===== config.mk =====
export PLATFORM = sky130hd
export DESIGN_NAME = abd_ctrl
export DESIGN_NICKNAME = d
export VERILOG_FILES = /design/src/rtl/core/abd_pkg.sv /design/src/rtl/core/abd_ctrl.sv
export SDC_FILE = /design/constraint.sdc
export NUM_CORES = 1
export LEC_CHECK = 0
export ABC_AREA = 1
export BUFFER_PORTS_ARGS = -buffer_cell sky130_fd_sc_hd__buf_4
export CAP_MARGIN = 10
export CORE_AREA = 2 2 39 41
export CTS_BUF_LIST = sky130_fd_sc_hd__clkbuf_8 sky130_fd_sc_hd__clkbuf_16
export CTS_CLUSTER_SIZE = 14
export DETAILED_ROUTE_END_ITERATION = 7
export DIE_AREA = 0 0 41 43
export GPL_TIMING_DRIVEN = 0
export HOLD_SLACK_MARGIN = 0.15
export PLACE_DENSITY = 0.3
export RECOVER_POWER = 50
export REMOVE_ABC_BUFFERS = 1
export SYNTH_ARGS = -nofsm -noshare
export SYNTH_HDL_FRONTEND = slang
export SYNTH_SLANG_ARGS = --single-unit

===== constraint.sdc =====
create_clock -name clk_i -period 0.85 [get_ports clk_i]
set_clock_uncertainty 0.05 [all_clocks]
set_input_delay 0.1275 -clock clk_i [delete_from_list [all_inputs] [get_ports clk_i]]
set_output_delay 0.1275 -clock clk_i [all_outputs]
set_load 0.02 [all_outputs]

===== src/rtl/core/abd_pkg.sv =====
// Shared types, constants and table functions of the anchor box decoder.
package abd_pkg;

  localparam int unsigned LevelW = 3;
  localparam int unsigned GridW  = 11;
  localparam int unsigned LabelW = 7;
  localparam int unsigned ScoreW = 16;
  localparam int unsigned CoordW = 24;

  typedef enum logic [2:0] {
    REG_SCORE_THRESHOLD    = 3'd0,
    REG_INPUT_HEIGHT       = 3'd1,
    REG_INPUT_WIDTH        = 3'd2,
    REG_SCALE_HEIGHT       = 3'd3,
    REG_SCALE_WIDTH        = 3'd4,
    REG_ANCHOR_SIZE_FACTOR = 3'd5,
    REG_BOX_LIMIT          = 3'd6
  } abd_reg_e;

  typedef enum logic [2:0] {
    ST_IDLE,
    ST_BASE,
    ST_SIZE,
    ST_CENTER,
    ST_EXPMUL,
    ST_SUM,
    ST_EDGE,
    ST_OUT
  } abd_state_e;

  typedef struct packed {
    logic       in_ready;
    abd_state_e step;
    logic       load_out;
  } abd_cmd_t;

  typedef struct packed {
    logic start;
    logic out_busy;
  } abd_status_t;

  // Anchor scales in Q2.14 and aspect ratios in Q2.12.
  localparam logic [15:0] ScaleQ14 [4] = '{16'd16384, 16'd20643, 16'd26008, 16'd32768};
  localparam logic [13:0] RatioXQ12 [4] = '{14'd4096, 14'd5734, 14'd2867, 14'd8192};
  localparam logic [13:0] RatioYQ12 [4] = '{14'd4096, 14'd2867, 14'd5734, 14'd2048};

  // Unsigned quotient by shift and subtract, used only while building tables.
  function automatic longint unsigned abd_udiv(input longint unsigned num,
                                               input longint unsigned den);
    longint unsigned q;
    longint unsigned r;
    q = '0;
    r = '0;
    for (int b = 63; b >= 0; b--) begin
      r = {r[62:0], num[b]};
      if (r >= den) begin
        r    = r - den;
        q[b] = 1'b1;
      end
    end
    return q;
  endfunction

  // One exp() table entry in Q12.20, evaluated at elaboration only.
  function automatic logic [31:0] abd_exp_entry(input int unsigned idx,
                                                input int unsigned depth);
    longint          num;
    longint unsigned a;
    longint unsigned y;
    longint unsigned sum;
    longint unsigned term;
    longint unsigned res;
    num  = 16 * longint'(idx) - 8 * longint'(depth);
    a    = (num < 0) ? longint'(-num) : longint'(num);
    y    = abd_udiv(a << 20, 64'(depth));
    sum  = 64'd1 << 24;
    term = 64'd1 << 24;
    for (int n = 1; n <= 30; n++) begin
      term = abd_udiv((term * y) >> 24, 64'(n));
      sum  = sum + term;
    end
    for (int k = 0; k < 4; k++) begin
      sum = (sum * sum + (64'd1 << 23)) >> 24;
    end
    if (num >= 0) begin
      res = (sum + 64'd8) >> 4;
    end else begin
      res = abd_udiv((64'd1 << 44) + (sum >> 1), sum);
    end
    return res[31:0];
  endfunction

endpackage


===== src/rtl/core/abd_ctrl.sv =====
// Sequencer that steps the box decode through its multiply stages.
module abd_ctrl
  import abd_pkg::*;
(
  input  logic        clk_i,
  input  logic        rst_ni,
  input  abd_status_t status_i,
  output abd_cmd_t    cmd_o
);

  abd_state_e state_q, state_d;

  always_ff @(posedge clk_i or negedge rst_ni) begin
    if (!rst_ni) begin
      state_q <= ST_IDLE;
    end else begin
      state_q <= state_d;
    end
  end

  always_comb begin
    state_d = state_q;
    unique case (state_q)
      ST_IDLE:   if (status_i.start) state_d = ST_BASE;
      ST_BASE:   state_d = ST_SIZE;
      ST_SIZE:   state_d = ST_CENTER;
      ST_CENTER: state_d = ST_EXPMUL;
      ST_EXPMUL: state_d = ST_SUM;
      ST_SUM:    state_d = ST_EDGE;
      ST_EDGE:   state_d = ST_OUT;
      ST_OUT:    if (!status_i.out_busy) state_d = ST_IDLE;
      default:   state_d = ST_IDLE;
    endcase
  end

  always_comb begin
    cmd_o.in_ready = (state_q == ST_IDLE);
    cmd_o.step     = state_q;
    cmd_o.load_out = (state_q == ST_OUT) && !status_i.out_busy;
  end

`ifndef SYNTHESIS
  a_start_from_idle: assert property (@(posedge clk_i) disable iff (!rst_ni)
    status_i.start |-> state_q == ST_IDLE) else $error("decode started while busy");
  a_start_goes_base: assert property (@(posedge clk_i) disable iff (!rst_ni)
    status_i.start |=> state_q == ST_BASE) else $error("decode did not begin");
  a_out_holds: assert property (@(posedge clk_i) disable iff (!rst_ni)
    (state_q == ST_OUT && status_i.out_busy) |=> state_q == ST_OUT)
    else $error("result dropped while output full");
`endif

endmodule


======== Word level (Yosys, flattened, before mapping) ========
Index checks and enable logic that the tools add are counted.
operators by class
  equal/unequal tests ..................... 9
  mux-type cells .......................... 3
  reductions and logical operators ........ 4
operators with widths
  kind                                                                    number
  3-bit case mux with 8 select lines                                      1
  3-bit equality test (second input constant)                             4
  3-bit by 2-bit equality test with 1-bit output (second input constant)  2
  3-bit 2-to-1 mux                                                        2
  2-bit inequality test (second input constant)                           2
  3-bit by 1-bit equality test with 1-bit output (second input constant)  1
  3-bit zero test                                                         1
  2-bit AND reduction                                                     1
  1-bit logical AND                                                       1
  1-bit zero test                                                         1
word-level totals
  register bits after elaboration ......... 3
  input port bits ......................... 4
  output and inout bits ................... 5
  word-level logic and storage cells ...... 17

======== Depth between registers and ports, before layout ========
  depth after elaboration ................. 3
  mapped depth ............................ 4
  gate-level depth less buffers ........... 4

======== Worst setup path after synthesis ========
Ideal clock, no wire load.
  kind .................................... register to output
  from .................................... register state_q[0]
  to ...................................... output port cmd_o[4] (netlist bit)
  data arrival time ....................... 1,026 ps
  data required time ...................... 672 ps
  path slack .............................. -353 ps
  stages on the path, launching flop included .. 2
  path buffers ............................ 0
  cells stage by stage .................... dfrtp_1 > nor3_1
RTL lines
  item                    line            source
  from (decl)             abd_ctrl.sv:11  abd_state_e state_q, state_d;
  from (signal assigned)  abd_ctrl.sv:17  state_q <= state_d;
  to (decl)               abd_ctrl.sv:8   output abd_cmd_t cmd_o

==> impl_metrics.ini <==
[critical_path]
critPathKind = reg2out
cpPeakStageDelay_ps = 390
end_kind = output port
cp.arrival_ps = 1000
cp-start-kind = flop
critPathTopFamily = flip-flops
crit_fanout = 3
cp_slowest_cell = dfrtp_1
r2r_slack_ps = -170
worstPathRequired_ps = 670
crit_buf_inv = 2
crit_chain = inv_2 > nor3_4 > buf_6

[clock_tree]
htree_levels = 1
numClockSinks = 3
cts_inserted_buffers = 3
clk_path_buf_depth = 2
clock-root-buffer = clkbuf_8
path_clk_slew_ps = 30
cts_tree = yes
insertion_delay_ps = 210

[global_routing]
antenna_found_initial = 0
track_usage_pct = 6.03
grt_overflow = 0
grt_pass1_wl_um = 690
grt_pass1_vias = 200
grt_max_degree = 5

[floorplanning]
core_area_mm2 = 0.00138
io_pins = 9
die-area_mm2 = 0.00176
die_h_um = 43
die_x_um = 41
start_util_pct = 10.5
rows = 14

[detailed_routing]
ant_nets = 0
num_vias = 194
drt_wl_total_um = 398
drc = 0
routedWlPerCell_um = 7.51
first_iter_violations = 0
dr.pass1.iters = 1
via_per_inst = 3.66

[sta]
fin_crit_sh_pct = 139
slew_viol_final = 0
max-slew-margin-rel_pct = 89.3
final.setup.worst_slack_ps = -327
timing.final.hold_violations = 0
max_freq_mhz = 849
grt_setup_unrepaired = yes
min_period_ps = 1180
setup-violations-final = 8
worst_pin_slew_ps = 160
hold_ws_ps = 178

[logic_synthesis]
synth_top_family_by_area = simple AND/OR/NAND/NOR gates
syn_area_per_cell_um2 = 8.54
netlist_area_um2 = 145
synthCells = 17
synth_mux_area_share_pct = 0
synthXorXnorAreaFrac_pct = 0
seq_area_frac_synth_pct = 51.7
synth_compound_area_share_pct = 6.90
yosys_warnings = 0
synth-seq-cells = 3
synth-simple-area-share_pct = 31.0
synth_cell_types = 11
synth_fa_ha_area_share_pct = 0

[final_layout]
largest_registers = state_q x3
final_cells = 53
largest_register_ff_count = 3
final_common_cell = buf_4
drive_gt1_share_pct = 64.9
mostFrequentLayoutCells = 10 x buf_4, 4 x inv_1, 4 x buf_6, 3 x clkbuf_8
num_antenna_cells = 0
finalNetCount = 42
num-fill-cells = 154
regMostFlops = state_q
area_delta_synth_final_pct = 153

[placement]
dp.cells = 41
dp_hpwl_um = 279
port_buffers = 8
gp_congestion = 0.595

[status]
status = finished, violations left
violations = setup timing

[power_and_ir_drop]
vdd_drop_max_uv = 726
power_leakage_nw = 0.184
power.density_mw_per_mm2 = 4240

[run]
maxCapViolations = 0

[min_path]
hp-class = in2reg
==> tightest hold or removal path, cell delays in order <==
cell and delay, ps:
buf_4 80, inv_1 30, nand3_1 60, nand3_1 60, nand2_1 50
==> per-layer routing <==
metal,up-vias,track usage [%],share of wire (%)
li1,94,-,-
met5,-,0,0
met4,0,6.00,0
met3,0,1.57,3.8
met1,97,6.13,36
met2,3,9.06,60
==> what timing repair did <==
| item | in CTS | in global routing |
|---|---|---|
| endpoints found under the setup margin | 8 | 8 |
| pin swaps | 2 | 2 |
| buffers inserted | 7 | 0 |
| hold endpoints to repair | 3 | 0 |
| hold buffers | 1 | 0 |
| resized for setup | 6 | 6 |
==> cells by family after synthesis <==
family | Yosys count
flops | 3
simple gates | 8
buf+inv | 4
compound gates | 2
==> cells in the mapped netlist <==
cell type  n  area (µm²)
nor3_2     1        10.0
dfrtp_1    3        75.1
nand2_2    1        6.26
nor3_1     1        5.00
nand3_1    2        10.0
nand2_1    1        3.75
o21ai_0    1        5.00
inv_1      4        15.0
nor2_1     1        3.75
nand4_1    1        6.26
a21oi_1    1        5.00
==> final timing paths <==
kind                                         from                endpoint  cells after the start
min in group asynchronous                  rst_ni  state_q[0]$_DFFE_PN0P_                      2
max reg2reg                state_q[0]$_DFFE_PN0P_  state_q[0]$_DFFE_PN0P_                      5
min reg2reg                state_q[2]$_DFFE_PN0P_  state_q[2]$_DFFE_PN0P_                      3
max                        state_q[2]$_DFFE_PN0P_                cmd_o[0]                      3
min                                   status_i[1]  state_q[0]$_DFFE_PN0P_                      5
max in group asynchronous                  rst_ni  state_q[1]$_DFFE_PN0P_                      2
==> power by group <==
| group | internal (W) | switching, W | total (W) |
|---|---|---|---|
| registers | 0.000220 | 0.0000953 | 0.000316 |
| clock network | 0.000307 | 0.0000898 | 0.000397 |
| logic | 0.000454 | 0.000392 | 0.000846 |
| total | 0.000981 | 0.000577 | 0.00156 |
==> cell type report <==
cell class / count / area (µm²) / share of cell area [%]
repair buffers: 16 / 134 / 36.4
multi-input cells: 10 / 77.6 / 21.1
flip-flops and latches: 3 / 76.3 / 20.7
clock buffers: 3 / 41.3 / 11.2
well taps: 16 / 20.0 / 5.44
inverters: 4 / 15.0 / 4.08
clock inverters: 1 / 3.75 / 1.02
==> stage by stage <==
step	area [µm²]	TNS, ps	setup slack (ps)	total power (W)	utilization, %
after floorplan	145	-1140	-353	0.000571	-
after global routing	368	-1910	-377	0.00166	26.6
final	368	-1570	-327	0.00156	26.6
after global placement	225	-469	-155	0.000784	16.3
after CTS	348	-1580	-339	0.00149	25.1
after detailed placement	225	-434	-162	0.000773	16.3
No activity file was read; power rests on OpenSTA's default activity.
